[src/rtl/nqbs_pkg.sv]
package nqbs_pkg;

  localparam int unsigned MAX_QUEENS_DEF = 16;

  typedef enum logic [1:0] {
    ST_IDLE,
    ST_SEARCH,
    ST_EMIT,
    ST_NOTFOUND
  } nqbs_state_e;

  typedef struct packed {
    logic start;
    logic step;
    logic emit;
    logic load_fail;
  } nqbs_cmd_t;

  typedef struct packed {
    logic bad_size;
    logic place_last;
    logic fail;
    logic emit_last;
    logic out_free;
  } nqbs_status_t;

endpackage

[src/rtl/nqbs_ctrl.sv]
module nqbs_ctrl (
  input  logic                  clk_i,
  input  logic                  rst_ni,
  input  logic                  in_valid_i,
  output logic                  in_ready_o,
  input  nqbs_pkg::nqbs_status_t status_i,
  output nqbs_pkg::nqbs_cmd_t    cmd_o
);
  import nqbs_pkg::*;

  nqbs_state_e state_q, state_d;

  always_ff @(posedge clk_i or negedge rst_ni) begin
    if (!rst_ni) begin
      state_q <= ST_IDLE;
    end else begin
      state_q <= state_d;
    end
  end

  always_comb begin
    state_d = state_q;
    unique case (state_q)
      ST_IDLE: begin
        if (in_valid_i) state_d = ST_SEARCH;
      end
      ST_SEARCH: begin
        if (status_i.bad_size || status_i.fail) begin
          state_d = ST_NOTFOUND;
        end else if (status_i.place_last) begin
          state_d = ST_EMIT;
        end
      end
      ST_EMIT: begin
        if (status_i.out_free && status_i.emit_last) state_d = ST_IDLE;
      end
      ST_NOTFOUND: begin
        if (status_i.out_free) state_d = ST_IDLE;
      end
      default: state_d = ST_IDLE;
    endcase
  end

  always_comb begin
    cmd_o      = '0;
    in_ready_o = 1'b0;
    unique case (state_q)
      ST_IDLE: begin
        in_ready_o  = 1'b1;
        cmd_o.start = in_valid_i;
      end
      ST_SEARCH:   cmd_o.step      = !status_i.bad_size;
      ST_EMIT:     cmd_o.emit      = status_i.out_free;
      ST_NOTFOUND: cmd_o.load_fail = status_i.out_free;
      default: cmd_o = '0;
    endcase
  end

endmodule

[src/rtl/nqbs_datapath.sv]
module nqbs_datapath #(
  parameter int unsigned MaxQueens = nqbs_pkg::MAX_QUEENS_DEF
) (
  input  logic                   clk_i,
  input  logic                   rst_ni,
  input  logic [4:0]             board_size_i,
  input  nqbs_pkg::nqbs_cmd_t     cmd_i,
  output nqbs_pkg::nqbs_status_t  status_o,
  output logic                   out_valid_o,
  input  logic                   out_ready_i,
  output logic                   solution_found_o,
  output logic [3:0]             column_index_o,
  output logic [3:0]             queen_row_o,
  output logic                   last_result_o
);
  import nqbs_pkg::*;

  localparam int unsigned RW = (MaxQueens > 1) ? $clog2(MaxQueens) : 1;
  localparam int unsigned DL = 2 * MaxQueens - 1;
  localparam int unsigned DW = (DL > 1) ? $clog2(DL) : 1;

  logic [RW-1:0]        rpc_q [MaxQueens];
  logic [4:0]           n_q;
  logic [RW-1:0]        col_q;
  logic [RW:0]          r_q;
  logic [MaxQueens-1:0] rows_q;
  logic [DL-1:0]        dd_q;
  logic [DL-1:0]        du_q;

  logic                 out_valid_q;
  logic                 found_q;
  logic [3:0]           col_out_q;
  logic [3:0]           row_out_q;
  logic                 last_q;

  logic                 r_lt_n;
  logic [RW-1:0]        rlo;
  logic [RW-1:0]        rd_addr;
  logic [RW-1:0]        prev;
  logic [RW-1:0]        tr;
  logic [RW-1:0]        tc;
  logic [DW-1:0]        ddi;
  logic [DW-1:0]        dui;
  logic                 free;
  logic                 place;
  logic                 col_is_last;

  assign rlo     = r_q[RW-1:0];
  assign r_lt_n  = 6'(r_q) < 6'(n_q);
  assign rd_addr = cmd_i.emit ? col_q : col_q - RW'(1);
  assign prev    = rpc_q[rd_addr];

  // toggle target: candidate square when trying, previous queen when backing up
  assign tr  = r_lt_n ? rlo : prev;
  assign tc  = r_lt_n ? col_q : col_q - RW'(1);
  assign ddi = DW'(tr) + DW'(MaxQueens - 1) - DW'(tc);
  assign dui = DW'(tr) + DW'(tc);

  assign free        = !rows_q[tr] && !dd_q[ddi] && !du_q[dui];
  assign place       = r_lt_n && free;
  assign col_is_last = (6'(col_q) + 6'd1) == 6'(n_q);

  assign status_o.bad_size   = (n_q == 5'd0) || (6'(n_q) > 6'(MaxQueens));
  assign status_o.place_last = place && col_is_last;
  assign status_o.fail       = !r_lt_n && (col_q == '0);
  assign status_o.emit_last  = col_is_last;
  assign status_o.out_free   = !out_valid_q || out_ready_i;

  always_ff @(posedge clk_i) begin
    if (cmd_i.step && place) rpc_q[col_q] <= rlo;
  end

  always_ff @(posedge clk_i or negedge rst_ni) begin
    if (!rst_ni) begin
      n_q    <= '0;
      col_q  <= '0;
      r_q    <= '0;
      rows_q <= '0;
      dd_q   <= '0;
      du_q   <= '0;
    end else if (cmd_i.start) begin
      n_q    <= board_size_i;
      col_q  <= '0;
      r_q    <= '0;
      rows_q <= '0;
      dd_q   <= '0;
      du_q   <= '0;
    end else if (cmd_i.step) begin
      if (place) begin
        rows_q <= rows_q ^ (MaxQueens'(1) << tr);
        dd_q   <= dd_q ^ (DL'(1) << ddi);
        du_q   <= du_q ^ (DL'(1) << dui);
        col_q  <= col_is_last ? '0 : col_q + RW'(1);
        r_q    <= '0;
      end else if (r_lt_n) begin
        r_q <= r_q + (RW+1)'(1);
      end else if (col_q != '0) begin
        rows_q <= rows_q ^ (MaxQueens'(1) << tr);
        dd_q   <= dd_q ^ (DL'(1) << ddi);
        du_q   <= du_q ^ (DL'(1) << dui);
        col_q  <= tc;
        r_q    <= (RW+1)'(prev) + (RW+1)'(1);
      end
    end else if (cmd_i.emit) begin
      col_q <= col_q + RW'(1);
    end
  end

  always_ff @(posedge clk_i or negedge rst_ni) begin
    if (!rst_ni) begin
      out_valid_q <= 1'b0;
    end else if (cmd_i.emit || cmd_i.load_fail) begin
      out_valid_q <= 1'b1;
    end else if (out_ready_i) begin
      out_valid_q <= 1'b0;
    end
  end

  always_ff @(posedge clk_i) begin
    if (cmd_i.emit) begin
      found_q   <= 1'b1;
      col_out_q <= 4'(col_q);
      row_out_q <= 4'(prev);
      last_q    <= col_is_last;
    end else if (cmd_i.load_fail) begin
      found_q   <= 1'b0;
      col_out_q <= '0;
      row_out_q <= '0;
      last_q    <= 1'b1;
    end
  end

  assign out_valid_o      = out_valid_q;
  assign solution_found_o = found_q;
  assign column_index_o   = col_out_q;
  assign queen_row_o      = row_out_q;
  assign last_result_o    = last_q;

endmodule

[src/rtl/n_queens_backtrack_solver.sv]
// N-queens solver: a request carrying board_size starts a depth-first search
// that fills columns left to right, trying rows in ascending order, and
// returns the first placement as one result per column (column_index,
// queen_row), last_result marking the final column. An unsolvable or
// out-of-range size (zero or above MAX_QUEENS) yields one result with
// solution_found low. The search tests one candidate square or backs up one
// column per clock, and the number of search steps depends on the board
// size; each result is loaded into the output register once that register
// is empty or its result is being taken. A new request is taken once the
// previous one has loaded its last result into the output register, even if
// that result is still waiting for transfer.
module n_queens_backtrack_solver #(
  parameter int unsigned MAX_QUEENS = nqbs_pkg::MAX_QUEENS_DEF
) (
  input  logic       clk_i,
  input  logic       rst_ni,
  input  logic       in_valid_i,
  output logic       in_ready_o,
  input  logic [4:0] board_size_i,
  output logic       out_valid_o,
  input  logic       out_ready_i,
  output logic       solution_found_o,
  output logic [3:0] column_index_o,
  output logic [3:0] queen_row_o,
  output logic       last_result_o
);
  import nqbs_pkg::*;

  nqbs_cmd_t    cmd;
  nqbs_status_t status;

  nqbs_ctrl u_ctrl (
    .clk_i      (clk_i),
    .rst_ni     (rst_ni),
    .in_valid_i (in_valid_i),
    .in_ready_o (in_ready_o),
    .status_i   (status),
    .cmd_o      (cmd)
  );

  nqbs_datapath #(
    .MaxQueens (MAX_QUEENS)
  ) u_datapath (
    .clk_i            (clk_i),
    .rst_ni           (rst_ni),
    .board_size_i     (board_size_i),
    .cmd_i            (cmd),
    .status_o         (status),
    .out_valid_o      (out_valid_o),
    .out_ready_i      (out_ready_i),
    .solution_found_o (solution_found_o),
    .column_index_o   (column_index_o),
    .queen_row_o      (queen_row_o),
    .last_result_o    (last_result_o)
  );

`ifndef SYNTH
  assert property (@(posedge clk_i) disable iff (!rst_ni)
    in_valid_i && in_ready_o |=> !in_ready_o)
    else $error("request taken while busy");

  assert property (@(posedge clk_i) disable iff (!rst_ni)
    out_valid_o && !solution_found_o |->
      last_result_o && column_index_o == 4'd0 && queen_row_o == 4'd0)
    else $error("malformed not-found result");

  assert property (@(posedge clk_i) disable iff (!rst_ni)
    out_valid_o && out_ready_i && !last_result_o ##1 out_valid_o |->
      solution_found_o && column_index_o == 4'($past(column_index_o) + 4'd1))
    else $error("result columns out of sequence");
`endif

endmodule

[config.mk]
export PLATFORM = sky130hd
export DESIGN_NAME = n_queens_backtrack_solver
export DESIGN_NICKNAME = d
export VERILOG_FILES = /design/src/rtl/nqbs_pkg.sv /design/src/rtl/nqbs_ctrl.sv /design/src/rtl/nqbs_datapath.sv /design/src/rtl/n_queens_backtrack_solver.sv
export SDC_FILE = /design/constraint.sdc
export NUM_CORES = 1
export LEC_CHECK = 0
export BUFFER_PORTS_ARGS = -buffer_cell sky130_fd_sc_hd__buf_2
export CAP_MARGIN = 20
export CORE_AREA = 2 2 191 193
export CTS_CLUSTER_DIAMETER = 60
export CTS_CLUSTER_SIZE = 10
export DETAILED_ROUTE_END_ITERATION = 8
export DIE_AREA = 0 0 193 195
export GPL_TIMING_DRIVEN = 0
export PLACE_DENSITY = 0.52
export SETUP_SLACK_MARGIN = 0.1
export SLEW_MARGIN = 5
export SYNTH_ARGS = -nofsm -noshare
export SYNTH_HDL_FRONTEND = slang
export SYNTH_HIERARCHICAL = 1
export SYNTH_SLANG_ARGS = --single-unit
[constraint.sdc]
create_clock -name clk_i -period 20.1 [get_ports clk_i]
set_input_delay 3.015 -clock clk_i [delete_from_list [all_inputs] [get_ports clk_i]]
set_output_delay 3.015 -clock clk_i [all_outputs]
set_load 0.005 [all_outputs]
-- Word-level counts from Yosys, hierarchy flattened
Memories as Yosys holds them, arrays and structs flattened.
Index checks and enable logic that the tools add are counted.
- add/subtract/negate cells: 8
- multiply operators: 0
- div/mod/pow operators: 0
- $lt $le $gt $ge: 5
- equality and inequality tests: 11
- shift-type cells: 3
- multiplexer cells: 56
- bitwise gates (word level): 3
- reduce and logical (&&, ||, !) cells: 31
- operators by type and width (kind ; count):
    2-to-1 mux 31 bit ; 10
    2-to-1 mux 16 bit ; 5
    << shifter 1 x 5 -> 31 bit, first input constant ; 2
    XOR 31 bit ; 2
    2-to-1 mux 4 bit ; 13
    2-to-1 mux 5 bit ; 5
    << shifter 1 x 4 -> 16 bit, first input constant ; 1
    XOR 16 bit ; 1
    2-to-1 mux 1 bit ; 14
    less-than comparator 5 x 6 -> 1 bit, second input constant ; 2
    adder 4 x 1 -> 5 bit, second input constant ; 2
    binary-select mux 1 bit (select 5 bit) ; 2
    2-to-1 mux 2 bit ; 5
    != test 4 bit, second input constant ; 2
    case mux 2 bit (4 select lines) ; 1
    nonzero test 4 bit ; 2
    logical AND 1 bit ; 7
    equality test 6 x 5 -> 1 bit ; 1
    zero test 1 bit ; 6
    AND reduction 3 bit ; 2
    nonzero test 2 bit ; 3
    nonzero test 3 bit ; 2
    adder 4 x 4 -> 5 bit ; 1
    adder 4 x 4 -> 5 bit, second input constant ; 1
    20 further kinds ; 25
- flip-flop bits (word level): 105
- bits in latches: 0
- memory bits (writable): 64
- bits in read-only memories: 0
- bits of input ports: 9
- logic and storage cells: 130
- memories kept: 1
- memories (name ; depth ; bits a word ; read ports ; clocked after memory_dff ; write ports ; line ; text):
    u_datapath.rpc_q ; 16 ; 4 ; 1 ; 0 ; 1 ; nqbs_datapath.sv:22 ; logic [RW-1:0] rpc_q [MaxQueens];

-- Longest topological paths before layout
An unclocked memory read counts as a cell.
- depth after elaboration: 18
- gate-level depth with buffers: 32

-- By module
Netlist, hierarchy kept.
- modules (own cells, without submodules) (module ; instances ; cells an instance ; area each (um^2) ; seq. area each (um^2)):
    nqbs_datapath ; 1 ; 1010 ; 10727.8 ; 4539.4
    nqbs_ctrl ; 1 ; 14 ; 123.9 ; 50.0

-- Least setup slack after synthesis
Ideal clock, no wire load.
- path type: in2reg
- start point: input out_ready_i
- end point: register u_datapath.dd_q[11]
- library setup time: 127 ps
- arrival: 9031 ps
- required time: 19973 ps
- path slack: 10941 ps
- cell stages on the path: 27
- buffers on the path: 5
- cell sequence: nand2b_1 nand2_1 nor2_1 buf_4 clkbuf_1 mux4_2 o2111a_1 nor4_4 nand2_1 and2_1 inv_1 ha_1 inv_1 fa_1 clkbuf_1 clkbuf_1 mux4_2 o21ai_0 nand4_1 nand4_1 nand2_1 a2111oi_4 o211ai_4 a21oi_4 buf_6 and4_1 mux2_1
- RTL lines (element ; line ; text):
    start, declared ; n_queens_backtrack_solver.sv:21 ; input logic out_ready_i,
    end signal, assigned ; nqbs_datapath.sv:91 ; dd_q <= dd_q ^ (DL'(1) << ddi);
    end signal, assigned ; nqbs_datapath.sv:99 ; dd_q <= dd_q ^ (DL'(1) << ddi);
    end, declared ; nqbs_datapath.sv:27 ; logic [DL-1:0] dd_q;

==> flow_metrics.tcl <==
set metrics [dict create \
    status "finished, final reports clean" \
    hp-class "reg2reg" \
    crit_required_ns 20.23 \
    synthXorXnorAreaFrac_pct 1.533 \
    ctsHoldBuffers 0 \
    layout-drive-gt1-share_pct 12.26 \
    cts_made_buffers 17 \
    via_per_inst 5.444 \
    worst_pin_slew_ns 1.031 \
    final.setup.tns_ns 0 \
    cts_root_buffer "clkbuf_16" \
    ant_nets 0 \
    h-tree-depth 4 \
    yosys.area_share.simple_pct 17.85 \
    setup_viol 0 \
    finClkSkew_ns 0.01166 \
    num_rows 69 \
    drt-total-wl_um 30370 \
    synth.distinct_cells 76 \
    hold_viol_final 0 \
    max_stage_delay_ns 0.60 \
    synthArstFlopShare_pct 56.21 \
    initial_core_util_pct 30.66 \
    grt_max_degree 62 \
    criticalPathCategory "in2reg" \
    dr.pass1.iters 5 \
    syn-num-nets 1058 \
    antenna_found_initial 0 \
    clk_pin_slew_worst_paths_ns 0.07 \
    critPathTopFamily "simple AND/OR/NAND/NOR gates" \
    fmax_ghz 0.09215 \
    grt_pass1_wl_um 48470 \
    first_iter_violations 740 \
    worstPathMaxFanout 10 \
    synth_seq_cells 169 \
    synth_seq_area_share_pct 42.29 \
    dp_hpwl_um 21550 \
    gp_congestion 0.8473 \
    synth_top_family_by_area "simple AND/OR/NAND/NOR gates" \
    fin_crit_sh_pct 53.99 \
    route.detailed.drc 0 \
    die_w_um 193 \
    n_antenna_cell 0 \
    end_kind "flip-flop" \
    nets 1098 \
    routedWlPerCell_um 19.75 \
    port_buffers 20 \
    synthAdderAreaFrac_pct 3.021 \
    setup_slack_ns 9.248 \
    cp_common_cell "clkbuf_1" \
    fp.dieH_um 195 \
    ios 21 \
    netlist_instances 1024 \
    synth_edf_count 73 \
    fill_cells 3618 \
    crit_arrival_ns 10.98 \
    overflow 0 \
    grt_usage_pct 16.73 \
    preCtsSetupSlack_ns 8.849 \
    cts.sinks 169 \
    rsz0062_at_grt "false" \
    clk_latency_ns 0.45 \
    crit_buf_inv 8 \
    ys.flop_type "dfrtp_1" \
    yosysWarnings 6 \
    cts_setup_buffers 0 \
    drv_slew 0 \
    grt_pass1_vias 8265 \
    die_area_sq_mm 0.03764 \
    avgSynthCellArea_sq_um 10.60 \
    cts_resized 0 \
    synth-compound-area-share_pct 12.33 \
    start_kind "input port" \
    crit_path_top_delay_cell "mux4_2" \
    cts_tree "built" \
    clock_path_buffers 2 \
    syn_area_sq_mm 0.01085 \
    num_vias 8373 \
    period_minus_slack_ns 10.85 \
    worst_hold_slack_ns 0.4489 \
    synth.area.mux_share_pct 17.77 \
    max_cap_violations 0 \
    slew_headroom_pct 31.25 \
    syn_to_final_growth_pct 11.51 \
    core_sq_mm 0.03540 \
]
[registers in the layout (all words and copies together) (netlist names)]
signal and count:
u_ctrl/state_q 2, u_datapath/col_q 4, u_datapath/column_index_o 4, u_datapath/dd_q 31, u_datapath/du_q 31, u_datapath/last_result_o 1
u_datapath/n_q 5, u_datapath/out_valid_o 1, u_datapath/queen_row_o 4, u_datapath/r_q 5, u_datapath/rows_q 16, u_datapath/rpc_q 64
u_datapath/solution_found_o 1
[path summary, 6_finish.rpt]
kind	to	slack, ns	startpoint	cells past startpoint
worst max-delay path	u_datapath/rpc_q[1][2]	9.25	out_ready_i	27
worst min-delay path	u_datapath/solution_found_o	0.45	u_datapath/solution_found_o	1
worst max register to register	u_datapath/rpc_q[1][2]	11.16	u_datapath/col_q[0]	28
worst min register to register	u_datapath/solution_found_o	0.45	u_datapath/solution_found_o	1
max in group asynchronous	u_datapath/du_q[2]	16.86	rst_ni	2
min in group asynchronous	u_datapath/dd_q[2]	2.54	rst_ni	1
[metal layers]
metal,vias to the layer above,global-route usage [%],wire (um)
met1,4199,23.76,14410
met2,235,26.07,13980
met4,0,4.658,527
met3,40,2.965,1445
met5,-,0,0
li1,3899,-,-
[per-stage QoR]
| stage | utilization, % | instance area [sq um] | cells |
|---|---|---|---|
| finish | 34.19 | 12100 | 1538 |
| global route | 34.19 | 12100 | 1538 |
| CTS | 34.19 | 12100 | 1538 |
| detailed placement | 32.65 | 11560 | 1506 |
| global placement | 32.57 | 11530 | 1505 |
| floorplan | - | 10850 | 1024 |
[kinds of logic (layout without fill, tap and decap cells)]
kind of cell               Yosys count  in the layout
AOI/OAI and AO/OA                  166            166
adders and majority gates           25             25
and+or+nand+nor                    370            370
DFF                                169            169
buffers and inverters              119            172
xor gates and xnor gates            19             19
muxes                              156            156
[placed cells by master, fill, tap and decap left out, types with 6 or more instances in the layout]
cell type  instances
nand2_1           39
mux2i_1           61
xnor2_1           15
a21oi_1           12
nor3_1            13
nand4_1           42
mux2_2            16
nand3_1           35
edfxtp_1          73
nor2_1           112
a22oi_1           16
buf_6              8
o211ai_1           6
nor2b_1           67
nand2b_1           9
a311oi_1          21
a41o_1            19
a211oi_1          11
and2_1            14
o22ai_1            7
and3_1            13
clkbuf_1          41
buf_4             14
inv_1             47
clkbuf_16         17
buf_2             27
dfrtp_1           95
mux4_2            21
o21ai_0           22
mux2_1            57
ha_1              23
[final cells by class]
type | instances | area, sq um | share of cell area (%)
tap | 461 | 576.8 | 4.767
clock buffer | 17 | 425.4 | 3.516
buffer | 71 | 385.4 | 3.185
multi-input combinational | 736 | 5697 | 47.08
sequential | 169 | 4589 | 37.93
clock inverter | 15 | 116.4 | 0.9616
inverter | 48 | 180.2 | 1.489
timing repair buffer | 21 | 130.1 | 1.075
[Yosys cell counts (5+ instances only)]
| cell type | instances | area share, % |
|---|---|---|
| buf_4 | 13 | 0.90 |
| ha_1 | 23 | 2.7 |
| mux4_2 | 21 | 4.4 |
| nand4_1 | 42 | 2.4 |
| nor2_1 | 112 | 3.9 |
| or4_1 | 5 | 0.35 |
| and2_1 | 14 | 0.81 |
| a41o_1 | 19 | 1.8 |
| nor2b_1 | 67 | 3.9 |
| nand3_1 | 35 | 1.6 |
| nand2b_1 | 9 | 0.52 |
| buf_6 | 8 | 0.83 |
| and3_1 | 13 | 0.75 |
| mux2_2 | 16 | 1.7 |
| o22ai_1 | 7 | 0.40 |
| nand2_1 | 39 | 1.3 |
| a311oi_1 | 21 | 1.7 |
| o21a_1 | 5 | 0.35 |
| and4_1 | 5 | 0.40 |
| clkbuf_1 | 41 | 1.4 |
| o211ai_1 | 6 | 0.42 |
| nor3_1 | 13 | 0.60 |
| o21ai_0 | 22 | 1.0 |
| mux2_1 | 57 | 5.9 |
| a21oi_1 | 12 | 0.55 |
| a22oi_1 | 16 | 1.1 |
| edfxtp_1 | 73 | 20 |
| a211oi_1 | 11 | 0.76 |
| dfrtp_1 | 95 | 22 |
| inv_1 | 47 | 1.6 |
| buf_2 | 8 | 0.37 |
| mux2i_1 | 61 | 5.6 |
| a22o_1 | 5 | 0.40 |
| xnor2_1 | 15 | 1.2 |
| a31oi_1 | 5 | 0.29 |
[worst reg2reg max path: cells and delay by family (launching register included)]
kind	cells	cell delay, ns
buffers and inverters	10	2.75
and+or+nand+nor	9	2.26
adders and majority gates	3	1.11
muxes	2	1.07
AOI/OAI and AO/OA	4	1.05
DFF	1	0.38
Power is not shown: default switching activity piles up to over one toggle a cycle in this logic, so the estimate is an artifact.
